**src/rtl/prsf_pkg.sv**
```systemverilog
`timescale 1ns / 1ps
// ----------------------------------------------------------------------------
// prsf_pkg
// Shared types, constants and the segment encoder for the pressure readout
// segment formatter.
// ----------------------------------------------------------------------------
package prsf_pkg;

  typedef enum logic [1:0] {
    MODE_QNH  = 2'd0,
    MODE_QFE  = 2'd1,
    MODE_STD  = 2'd2,
    MODE_NONE = 2'd3
  } mode_e;

  localparam int unsigned FRAME_LEN = 7;
  localparam int unsigned CNT_W     = $clog2(FRAME_LEN);
  localparam int unsigned NUM_POS   = 4;

  localparam logic [CNT_W-1:0] CNT_LAST  = CNT_W'(FRAME_LEN - 1);
  localparam logic [15:0]      SAT_LIMIT = 16'd9999;
  localparam logic [7:0]       IND_MASK  = 8'h10;

  localparam logic [3:0] SYM_S     = 4'd5;
  localparam logic [3:0] SYM_T     = 4'd11;
  localparam logic [3:0] SYM_D     = 4'd12;
  localparam logic [3:0] SYM_BLANK = 4'd13;

  // indicator bits for positions 1..3 (dot, QFE, QNH)
  localparam logic [2:0] IND_QNH = 3'b100;
  localparam logic [2:0] IND_QFE = 3'b011;
  localparam logic [2:0] IND_OFF = 3'b000;

  typedef struct packed {
    logic [FRAME_LEN-1:0][7:0] seg;
    logic [FRAME_LEN-1:0][2:0] addr;
  } frame_t;

  function automatic logic [7:0] seg_encode(input logic [3:0] sym);
    logic [7:0] pat;
    case (sym)
      4'd0:    pat = 8'hEB;
      4'd1:    pat = 8'h60;
      4'd2:    pat = 8'hC7;
      4'd3:    pat = 8'hE5;
      4'd4:    pat = 8'h6C;
      4'd5:    pat = 8'hAD;
      4'd6:    pat = 8'hAF;
      4'd7:    pat = 8'hE0;
      4'd8:    pat = 8'hEF;
      4'd9:    pat = 8'hED;
      4'd10:   pat = 8'h04;
      4'd11:   pat = 8'h0F;
      4'd12:   pat = 8'h67;
      default: pat = 8'h00;
    endcase
    return pat;
  endfunction

endpackage

```
**src/rtl/prsf_encoder.sv**
```systemverilog
`timescale 1ns / 1ps
// ----------------------------------------------------------------------------
// prsf_encoder
// Saturates the value, splits it into decimal digits and builds the seven
// display writes of one request, along with the new indicator bits.
// ----------------------------------------------------------------------------
module prsf_encoder
  import prsf_pkg::*;
(
  input  logic [1:0]  mode_i,
  input  logic [15:0] value_i,
  input  logic [2:0]  ind_i,      // dot, QFE, QNH indicators held now
  output frame_t      frame_o,
  output logic [2:0]  ind_new_o
);

  logic [13:0] v_sat;
  logic [30:0] prod10;
  logic [26:0] prod100;
  logic [27:0] prod1000;
  logic [9:0]  q1;
  logic [6:0]  q2;
  logic [3:0]  q3;
  logic [13:0] r_ones;
  logic [9:0]  r_tens;
  logic [6:0]  r_hund;
  logic        is_std;
  logic [NUM_POS-1:0][3:0] sym;
  logic [NUM_POS-1:0] old_ind;
  logic [NUM_POS-1:0] new_ind;

  assign v_sat = (value_i > SAT_LIMIT) ? SAT_LIMIT[13:0] : value_i[13:0];

  // reciprocal multiplies, exact for values up to 9999
  assign prod10   = 31'(v_sat) * 31'd52429;
  assign prod100  = 27'(v_sat) * 27'd5243;
  assign prod1000 = 28'(v_sat) * 28'd8389;
  assign q1 = prod10[28:19];
  assign q2 = prod100[25:19];
  assign q3 = prod1000[26:23];

  assign r_ones = v_sat - 14'({q1, 3'b000}) - 14'({q1, 1'b0});
  assign r_tens = q1 - 10'({q2, 3'b000}) - 10'({q2, 1'b0});
  assign r_hund = q2 - 7'({q3, 3'b000}) - 7'({q3, 1'b0});

  assign is_std = (mode_i == MODE_STD);

  always_comb begin
    if (is_std) begin
      if (value_i == 16'd1) begin
        sym[0] = SYM_S;
        sym[1] = SYM_T;
        sym[2] = SYM_D;
        sym[3] = SYM_BLANK;
      end else begin
        sym[0] = SYM_BLANK;
        sym[1] = SYM_BLANK;
        sym[2] = SYM_BLANK;
        sym[3] = SYM_BLANK;
      end
    end else begin
      sym[0] = q3;
      sym[1] = r_hund[3:0];
      sym[2] = r_tens[3:0];
      sym[3] = r_ones[3:0];
    end
  end

  always_comb begin
    unique case (mode_i)
      MODE_QNH: ind_new_o = IND_QNH;
      MODE_QFE: ind_new_o = IND_QFE;
      default:  ind_new_o = IND_OFF;
    endcase
  end

  // position 0 has no indicator of its own
  assign old_ind = {ind_i, 1'b0};
  assign new_ind = {ind_new_o, 1'b0};

  always_comb begin
    logic [1:0] p;
    for (int k = 0; k < FRAME_LEN; k++) begin
      if (k < NUM_POS) begin
        p = is_std ? 2'(k) : 2'(NUM_POS - 1 - k);
        frame_o.seg[k] = (seg_encode(sym[p]) & ~IND_MASK) | (old_ind[p] ? IND_MASK : 8'h00);
      end else begin
        p = 2'(k - (NUM_POS - 1));
        frame_o.seg[k] = (seg_encode(sym[p]) & ~IND_MASK) | (new_ind[p] ? IND_MASK : 8'h00);
      end
      frame_o.addr[k] = {p, 1'b0};
    end
  end

endmodule

```
**src/rtl/prsf_serializer.sv**
```systemverilog
`timescale 1ns / 1ps
// ----------------------------------------------------------------------------
// prsf_serializer
// Holds one formatted frame and the indicator state, and streams the frame
// out one display write per cycle while m_axis_tready is high.
// ----------------------------------------------------------------------------
module prsf_serializer
  import prsf_pkg::*;
(
  input  logic        clk_i,
  input  logic        rst_ni,
  input  logic        load_i,
  input  frame_t      frame_i,
  input  logic [2:0]  ind_new_i,
  output logic [2:0]  ind_o,
  output logic        free_o,
  output logic        m_axis_tvalid,
  input  logic        m_axis_tready,
  output logic [15:0] m_axis_tdata,   // [2:0] lcd_address, [10:3] segment_byte
  output logic        m_axis_tlast    // last
);

  frame_t            frm_q;
  logic              frm_valid_q, frm_valid_d;
  logic [CNT_W-1:0]  cnt_q, cnt_d;
  logic [2:0]        ind_q;
  logic              out_fire;

  assign out_fire = frm_valid_q && m_axis_tready;
  assign free_o   = !frm_valid_q || (out_fire && cnt_q == CNT_LAST);
  assign ind_o    = ind_q;

  always_comb begin
    frm_valid_d = frm_valid_q;
    cnt_d       = cnt_q;
    if (load_i) begin
      frm_valid_d = 1'b1;
      cnt_d       = '0;
    end else if (out_fire) begin
      if (cnt_q == CNT_LAST) begin
        frm_valid_d = 1'b0;
        cnt_d       = '0;
      end else begin
        cnt_d = cnt_q + 1'b1;
      end
    end
  end

  always_ff @(posedge clk_i or negedge rst_ni) begin
    if (!rst_ni) begin
      frm_valid_q <= 1'b0;
      cnt_q       <= '0;
      ind_q       <= IND_OFF;
    end else begin
      frm_valid_q <= frm_valid_d;
      cnt_q       <= cnt_d;
      if (load_i) begin
        ind_q <= ind_new_i;
      end
    end
  end

  always_ff @(posedge clk_i) begin
    if (load_i) begin
      frm_q <= frame_i;
    end
  end

  assign m_axis_tvalid = frm_valid_q;
  assign m_axis_tdata  = {5'd0, frm_q.seg[cnt_q], frm_q.addr[cnt_q]};
  assign m_axis_tlast  = (cnt_q == CNT_LAST);

  // a frame is never overwritten before its last write goes out
  a_no_overwrite: assert property (@(posedge clk_i) disable iff (!rst_ni)
    load_i |-> (!frm_valid_q || (out_fire && cnt_q == CNT_LAST)))
    else $error("frame loaded over a pending frame");

  // once started, a frame runs to its last write
  a_frame_whole: assert property (@(posedge clk_i) disable iff (!rst_ni)
    (out_fire && cnt_q != CNT_LAST) |=> frm_valid_q)
    else $error("frame cut short");

  a_cnt_range: assert property (@(posedge clk_i) disable iff (!rst_ni)
    cnt_q <= CNT_LAST)
    else $error("write counter out of range");

  // the final write always goes to the QNH indicator position
  a_last_addr: assert property (@(posedge clk_i) disable iff (!rst_ni)
    (frm_valid_q && m_axis_tlast) |-> (m_axis_tdata[2:0] == 3'd6))
    else $error("last write at wrong address");

endmodule

```
**src/rtl/pressure_readout_segment_formatter_core.sv**
```systemverilog
`timescale 1ns / 1ps
// A request passes the input register, then the serializer's frame register.
// Throughput: set by the serializer's single write per cycle, held off by
//   m_axis_tready; the next request is taken while the frame streams out.
// Requests with the unused mode are dropped and produce no write.
// Reset clears the valid flags, the write counter and the indicator bits.
// ----------------------------------------------------------------------------
// pressure_readout_segment_formatter_core
// Formats QNH/QFE/STD pressure requests into seven LCD segment writes.
// ----------------------------------------------------------------------------
module pressure_readout_segment_formatter_core
  import prsf_pkg::*;
(
  input  logic        clk_i,
  input  logic        rst_ni,
  input  logic        s_axis_tvalid,
  output logic        s_axis_tready,
  input  logic [15:0] s_axis_tdata,   // [15:0] value
  input  logic [1:0]  s_axis_tuser,   // [1:0] mode
  output logic        m_axis_tvalid,
  input  logic        m_axis_tready,
  output logic [15:0] m_axis_tdata,   // [2:0] lcd_address, [10:3] segment_byte
  output logic        m_axis_tlast    // last
);

  logic        in_valid_q, in_valid_d;
  logic [1:0]  mode_q;
  logic [15:0] value_q;
  logic        frm_free;
  logic        in_take;
  logic        load;
  logic        in_fire;
  logic [2:0]  ind;
  logic [2:0]  ind_new;
  frame_t      frame;

  assign in_take       = in_valid_q && (mode_q == MODE_NONE || frm_free);
  assign load          = in_valid_q && (mode_q != MODE_NONE) && frm_free;
  assign s_axis_tready = !in_valid_q || in_take;
  assign in_fire       = s_axis_tvalid && s_axis_tready;

  always_comb begin
    in_valid_d = in_valid_q;
    if (in_fire) begin
      in_valid_d = 1'b1;
    end else if (in_take) begin
      in_valid_d = 1'b0;
    end
  end

  always_ff @(posedge clk_i or negedge rst_ni) begin
    if (!rst_ni) begin
      in_valid_q <= 1'b0;
    end else begin
      in_valid_q <= in_valid_d;
    end
  end

  always_ff @(posedge clk_i) begin
    if (in_fire) begin
      mode_q  <= s_axis_tuser;
      value_q <= s_axis_tdata;
    end
  end

  prsf_encoder u_encoder (
    .mode_i    (mode_q),
    .value_i   (value_q),
    .ind_i     (ind),
    .frame_o   (frame),
    .ind_new_o (ind_new)
  );

  prsf_serializer u_serializer (
    .clk_i         (clk_i),
    .rst_ni        (rst_ni),
    .load_i        (load),
    .frame_i       (frame),
    .ind_new_i     (ind_new),
    .ind_o         (ind),
    .free_o        (frm_free),
    .m_axis_tvalid (m_axis_tvalid),
    .m_axis_tready (m_axis_tready),
    .m_axis_tdata  (m_axis_tdata),
    .m_axis_tlast  (m_axis_tlast)
  );

endmodule
```
**config.mk**
```make
export PLATFORM = sky130hd
export DESIGN_NAME = pressure_readout_segment_formatter_core
export DESIGN_NICKNAME = d
export VERILOG_FILES = /design/src/rtl/prsf_pkg.sv /design/src/rtl/prsf_encoder.sv /design/src/rtl/prsf_serializer.sv /design/src/rtl/pressure_readout_segment_formatter_core.sv
export SDC_FILE = /design/constraint.sdc
export NUM_CORES = 1
export LEC_CHECK = 0
export ABC_CLOCK_PERIOD_IN_PS = 19600
export BUFFER_PORTS_ARGS = -buffer_cell sky130_fd_sc_hd__buf_2
export CAP_MARGIN = 20
export CORE_MARGIN = 2
export CORE_UTILIZATION = 28
export DETAILED_ROUTE_END_ITERATION = 10
export SYNTH_ARGS = -nofsm -noshare
export SYNTH_HDL_FRONTEND = slang
export SYNTH_SLANG_ARGS = --single-unit
```
**constraint.sdc**
```tcl
create_clock -name clk_i -period 19.6 [get_ports clk_i]
set_clock_uncertainty 0.2 [all_clocks]
set_input_delay 3.92 -clock clk_i [delete_from_list [all_inputs] [get_ports clk_i]]
set_output_delay 3.92 -clock clk_i [all_outputs]
set_load 0.03 [all_outputs]
```
==> results.tsv, run 1 <==
metric	value	unit
setup TNS	0	ns
CP max stage cell	nor2_1	
die height	221	um
clock-pin slew on the worst setup and hold paths	0.07	ns
clk_lat worst skew	0.35	ns
number of port buffers	34	
utilization after layout	30.7	%
ratio of cells with drive above 1 in the final layout	6.62	%
Hold Crit Class	flip-flop to flip-flop	
via count	9747	
synth unique cells	73	
TritonCTS clock tree	yes	
number of nets in the layout	1828	
core area	46500	um2
remaining global-route overflow	0	
Fmax achieved	0.109	GHz
warnings from Yosys	0	
RSZ-0062 raised after global routing	false	
Setup CP Type	flip-flop to flip-flop	
Slew HR	26.3	%
Die ar.	48700	um2
register area share after synthesis	18.5	%
Die Wd	221	um
crit-path most repeated cell	inv_1	
number of global-route vias before repair	10000	
antenna cells	0	
fill count	4856	
crit path capture type	flip-flop	
WL final	34200	um
total of max-cap violations	0	
total track usage	14.4	%
Post-DP HPWL	28800	um
Rows	79	
Tcrit/Tclk final	46.9	%
most common cell after layout, fill and taps aside	inv_1	
Startpoint Class	flip-flop	
max incr delay on CP	0.73	ns
Initial Util	28.3	%
Post-Syn Instances	1412	
commonest cells after routing, fill and taps aside	inv_1 (288), ha_1 (258), fa_1 (118)	
setup bufs post-CTS	0	
# H-tree levels	3	
FFs w/ async S/R, synth	8.54	%
Max Slew Vio Count	0	
initial DRC count	699	
GP Congestion	0.975	
measured slew at the worst slew-check pin	1.11	ns
total CTS buffers	9	
setup violators final	0	
CTS resizes	0	
Area contributors post-synth	ha_1 (25%), fa_1 (18%), edfxtp_1 (17%)	
largest net degree at the start of global routing	60	
vias per cell	4.77	
initial antenna violation count	1	
CTS root buffer	clkbuf_16	
hold path cells	0	
WP data arrival	9.07	ns
mean post-synth cell area	9.31	um2
CTS Hold Bufs	0	
Yosys top cell by area	ha_1	
CP required	19.48	ns
Reg2Reg Launch Point	value_q[6]	
worst setup path startpoint	value_q[6]	
R2R depth	31	
number of flops mapped to enable cells by yosys	75	
#FFs+latches synth	82	
Yosys top cell area share	24.6	%
Top delay family on crit path	adder cells	
first drt pass iteration count	5	
Area Overhead vs Synth	8.48	%
routed len/inst	16.7	um
post-route insts no fill	2042	
Ports	41	
DRC Markers	0	
post-synthesis cell area	13100	um2
first-pass GRT wire length	54400	um
Sink Count	82	
hold path startpoint	u_serializer.ind_o[1]	
Levels on crit path	31	
status	completed	
FF/Latch Area	2430	um2
minimum clock period	9.20	ns
placed cells	2025	
CP Max Fanout	25	
Post-synth top flop	edfxtp_1	
WP buf/inv	6	
Clock Tree Buf Depth	2	
Multi-input gate area	9450	um2
Hold Fails Final Rpt	0	
ANT nets after route	0	
## state kept, by name (all words and copies together) (netlist names)
signal,cells
in_valid_q,1
mode_q,2
u_serializer.cnt_q,3
u_serializer.frm_q,57
u_serializer.ind_o,2
u_serializer.m_axis_tvalid,1
value_q,16
## per-layer routing
layer / vias to the layer above / global-route usage (%) / share of wire [%]
met2: 228 / 24.0 / 46
li1: 4746 / - / -
met5: - / 0 / 0
met3: 47 / 1.58 / 4.5
met1: 4726 / 19.8 / 47
met4: 0 / 3.73 / 2.3
## cell usage after synthesis, types with 11 or more instances
cell and number:
xor2_1 14, mux2i_1 16, xnor2_1 37, nand2_1 94, fa_1 118, nor2_1 101, edfxtp_1 75, a21oi_1 68
nand3_1 14, inv_1 288, a21o_1 26, o21ai_0 50, ha_1 258, nor3_1 13, a211oi_1 14, or2_2 11
nand2b_1 14, clkbuf_1 20, a31oi_1 13, o211ai_1 11
## cell type report
cell class	instances	share of cell area [%]
flip-flops and latches	82	17.0
repair buffers	41	1.70
well taps	607	5.32
multi-input cells	1006	66.3
inverters	290	7.63
clock inverters	7	0.465
clock buffers	9	1.58
## cells by family after synthesis
family                   count (synthesis)  synth area share, %
adder cells (fa/ha/maj)                376                 42.5
buffers and inverters                  329                 9.84
AND/OR/NAND/NOR                        300                 10.6
AO/OA/AOI/OAI                          238                 11.5
flip-flops                              82                 18.5
XOR/XNOR                                52                 3.57
multiplexers                            33                 3.38
other                                    2               0.0571
## path summary, 6_finish.rpt
kind,to,slack (ns)
max,u_serializer.frm_q[62],10.40
min,u_serializer.frm_q[41],0.26
max reg2reg,u_serializer.frm_q[62],10.40
min reg2reg,u_serializer.frm_q[41],0.26
max in group asynchronous,u_serializer.cnt_q[2],15.83
min in group asynchronous,u_serializer.ind_o[2],3.20
## metrics by stage
stage | area [um2] | hold slack [ns] | setup slack, ns
global route | 14300 | 0.299 | 9.87
detailed placement | 13900 | 0.258 | 10.51
finish | 14300 | 0.262 | 10.40
global placement | 13900 | 0.244 | 10.50
floorplan | 13200 | 0.271 | 10.98
CTS | 14200 | 0.266 | 10.44
Power of run 1 is not shown: default switching activity piles up to over one toggle a cycle in this logic, so the estimate is an artifact.
==> run 2, diff against run 1 <==
Settings changed: ABC_CLOCK_PERIOD_IN_PS 19600 to 9500.
Clock period 19.6 ns to 9.5 ns, I/O delays scaled along.
==> run 2 against run 1 <==
  * Design area grew 0.83%
  * Via count increased by 1.0%
  * Global-route usage rose by 0.44 points
  * Flip-flop and latch count unchanged
  * Register-to-register slack got worse by 9.8 ns
  * Die area is the same
  * Non-clock buffer count is 10 higher
  * Routed wire length is 3.3% higher
  * Critical path depth rose by 1
  * Sequential share of layout area decreased by 0.14 points
  * Cell count increased by 0.49%
  * Fmax grew 3.8%
  * Critical endpoint is now u_serializer.frm_q[31]
==> results.tsv, run 2 (same netlist as run 1, synthesis figures left out) <==
metric	value	unit	change
Startpoint Class	flip-flop		
CP required	9.37	ns	-10.11 ns
crit path capture type	flip-flop		
number of port buffers	34		unchanged
max incr delay on CP	0.63	ns	-0.10 ns
Tcrit/Tclk final	93.3	%	+46 points
total CTS buffers	9		unchanged
post-route setup slack	0.641	ns	-9.76 ns
Setup CP Type	flip-flop to flip-flop		
CTS root buffer	clkbuf_16		
GP Congestion	0.958		-1.7%
Max Slew Vio Count	0		unchanged
core area	46500	um2	unchanged
Hold Fails Final Rpt	0		unchanged
Die ar.	48700	um2	unchanged
Slew HR	46.6	%	+20 points
CP Max Fanout	25		unchanged
first drt pass iteration count	6		+1
total of max-cap violations	0		unchanged
fill count	4829		-0.56%
status	completed		
Post-Place Cell Area	14000	um2	+0.48%
Hold Crit Class	flip-flop to flip-flop		
fin area	14400	um2	+0.83%
first-pass GRT wire length	55100	um	+1.3%
CTS Hold Bufs	0		unchanged
CP max stage cell	edfxtp_1		
measured slew at the worst slew-check pin	0.801	ns	-0.305 ns
routed len/inst	17.2	um	+2.8%
via count	9849		+1.0%
setup TNS	0	ns	unchanged
Fmax achieved	0.113	GHz	+3.8%
initial antenna violation count	0		-1
Sink Count	82		unchanged
crit-path most repeated cell	inv_1		
Place WS	0.432	ns	-10.07 ns
Initial Util	28.3	%	unchanged
Largest register FFs	57		unchanged
WP data arrival	8.73	ns	-0.34 ns
total track usage	14.8	%	+0.44 points
setup violators final	0		unchanged
Post-DP HPWL	29700	um	+2.9%
minimum clock period	8.86	ns	-0.336 ns
clk_lat worst skew	0.35	ns	about the same
ANT nets after route	0		unchanged
# H-tree levels	3		unchanged
WL final	35300	um	+3.3%
antenna cells	0		unchanged
DRC Markers	0		unchanged
number of global-route vias before repair	9951		-0.49%
remaining global-route overflow	0		unchanged
Ports	41		unchanged
initial DRC count	776		+11%
RSZ-0062 raised after global routing	false		
largest net degree at the start of global routing	60		unchanged
die height	221	um	unchanged
vias per cell	4.80		+0.55%
Area Overhead vs Synth	9.38	%	
Rows	79		unchanged
number of nets in the layout	1838		+0.55%
clock-pin slew on the worst setup and hold paths	0.07	ns	about the same
ratio of cells with drive above 1 in the final layout	7.40	%	+0.78 points
Largest Register	u_serializer.frm_q		
commonest cells after routing, fill and taps aside	inv_1 (287), ha_1 (257), fa_1 (118)		
most common cell after layout, fill and taps aside	inv_1		
Hold Slack	0.282	ns	+0.0199 ns
Largest regs	u_serializer.frm_q x57, value_q x16, u_serializer.cnt_q x3		
TritonCTS clock tree	yes		
Clock Tree Buf Depth	2		unchanged
Die Wd	221	um	unchanged
[run 2: layer usage]
layer  up-vias  routed length [um]  part of all wire (%)  global-route usage, %
li1       4764                   -                     -                      -
met1      4773               16000                    45                   19.6
met2       266               16600                    47                   24.8
met3        46                1740                   4.9                   2.72
met4         0                 870                   2.5                   3.98
met5         -                   0                     0                      0
[run 2: worst paths after layout]
kind                       cells past startpoint                  start                    endpoint  slack, ns
max in group asynchronous                      1                 rst_ni                  in_valid_q       7.76
min                                            0  u_serializer.ind_o[1]      u_serializer.frm_q[33]       0.28
max                                           32             value_q[6]      u_serializer.frm_q[31]       0.64
min in group asynchronous                      1                 rst_ni  u_serializer.m_axis_tvalid       1.18
max reg2reg                                   32             value_q[6]      u_serializer.frm_q[31]       0.64
min reg2reg                                    0  u_serializer.ind_o[1]      u_serializer.frm_q[33]       0.28
[run 2: layout make-up]
type / instances / area (um2) / area share, %
multi-input combinational: 1006 / 9460 / 65.8
tap: 607 / 759 / 5.28
timing repair buffer: 51 / 325 / 2.26
inverter: 290 / 1090 / 7.57
clock inverter: 7 / 100 / 0.696
clock buffer: 9 / 225 / 1.57
sequential: 82 / 2430 / 16.9
[run 2: worst max-delay path: cells and delay by family, from the launching register on]
kind / cells / cell delay (ns)
compound gates: 6 / 1.56
xor+xnor: 7 / 1.23
fa+ha+maj: 7 / 2.82
buf+inv: 7 / 0.74
flops: 1 / 0.63
simple gates: 5 / 1.37
[run 2: metrics by stage]
step	instances	util, %
6_report	2052	31.0
3_3_place_gp	2034	30.2
4_1_cts	2050	30.9
5_1_grt	2052	31.0
2_1_floorplan	1417	-
3_5_place_dp	2034	30.2
[run 2: timing repair]
item / in CTS / in global routing
resized for setup: 0 / 2
setup endpoints to repair: 0 / 12
buffers inserted: 0 / 0
Power of run 2 is left out for the same reason.
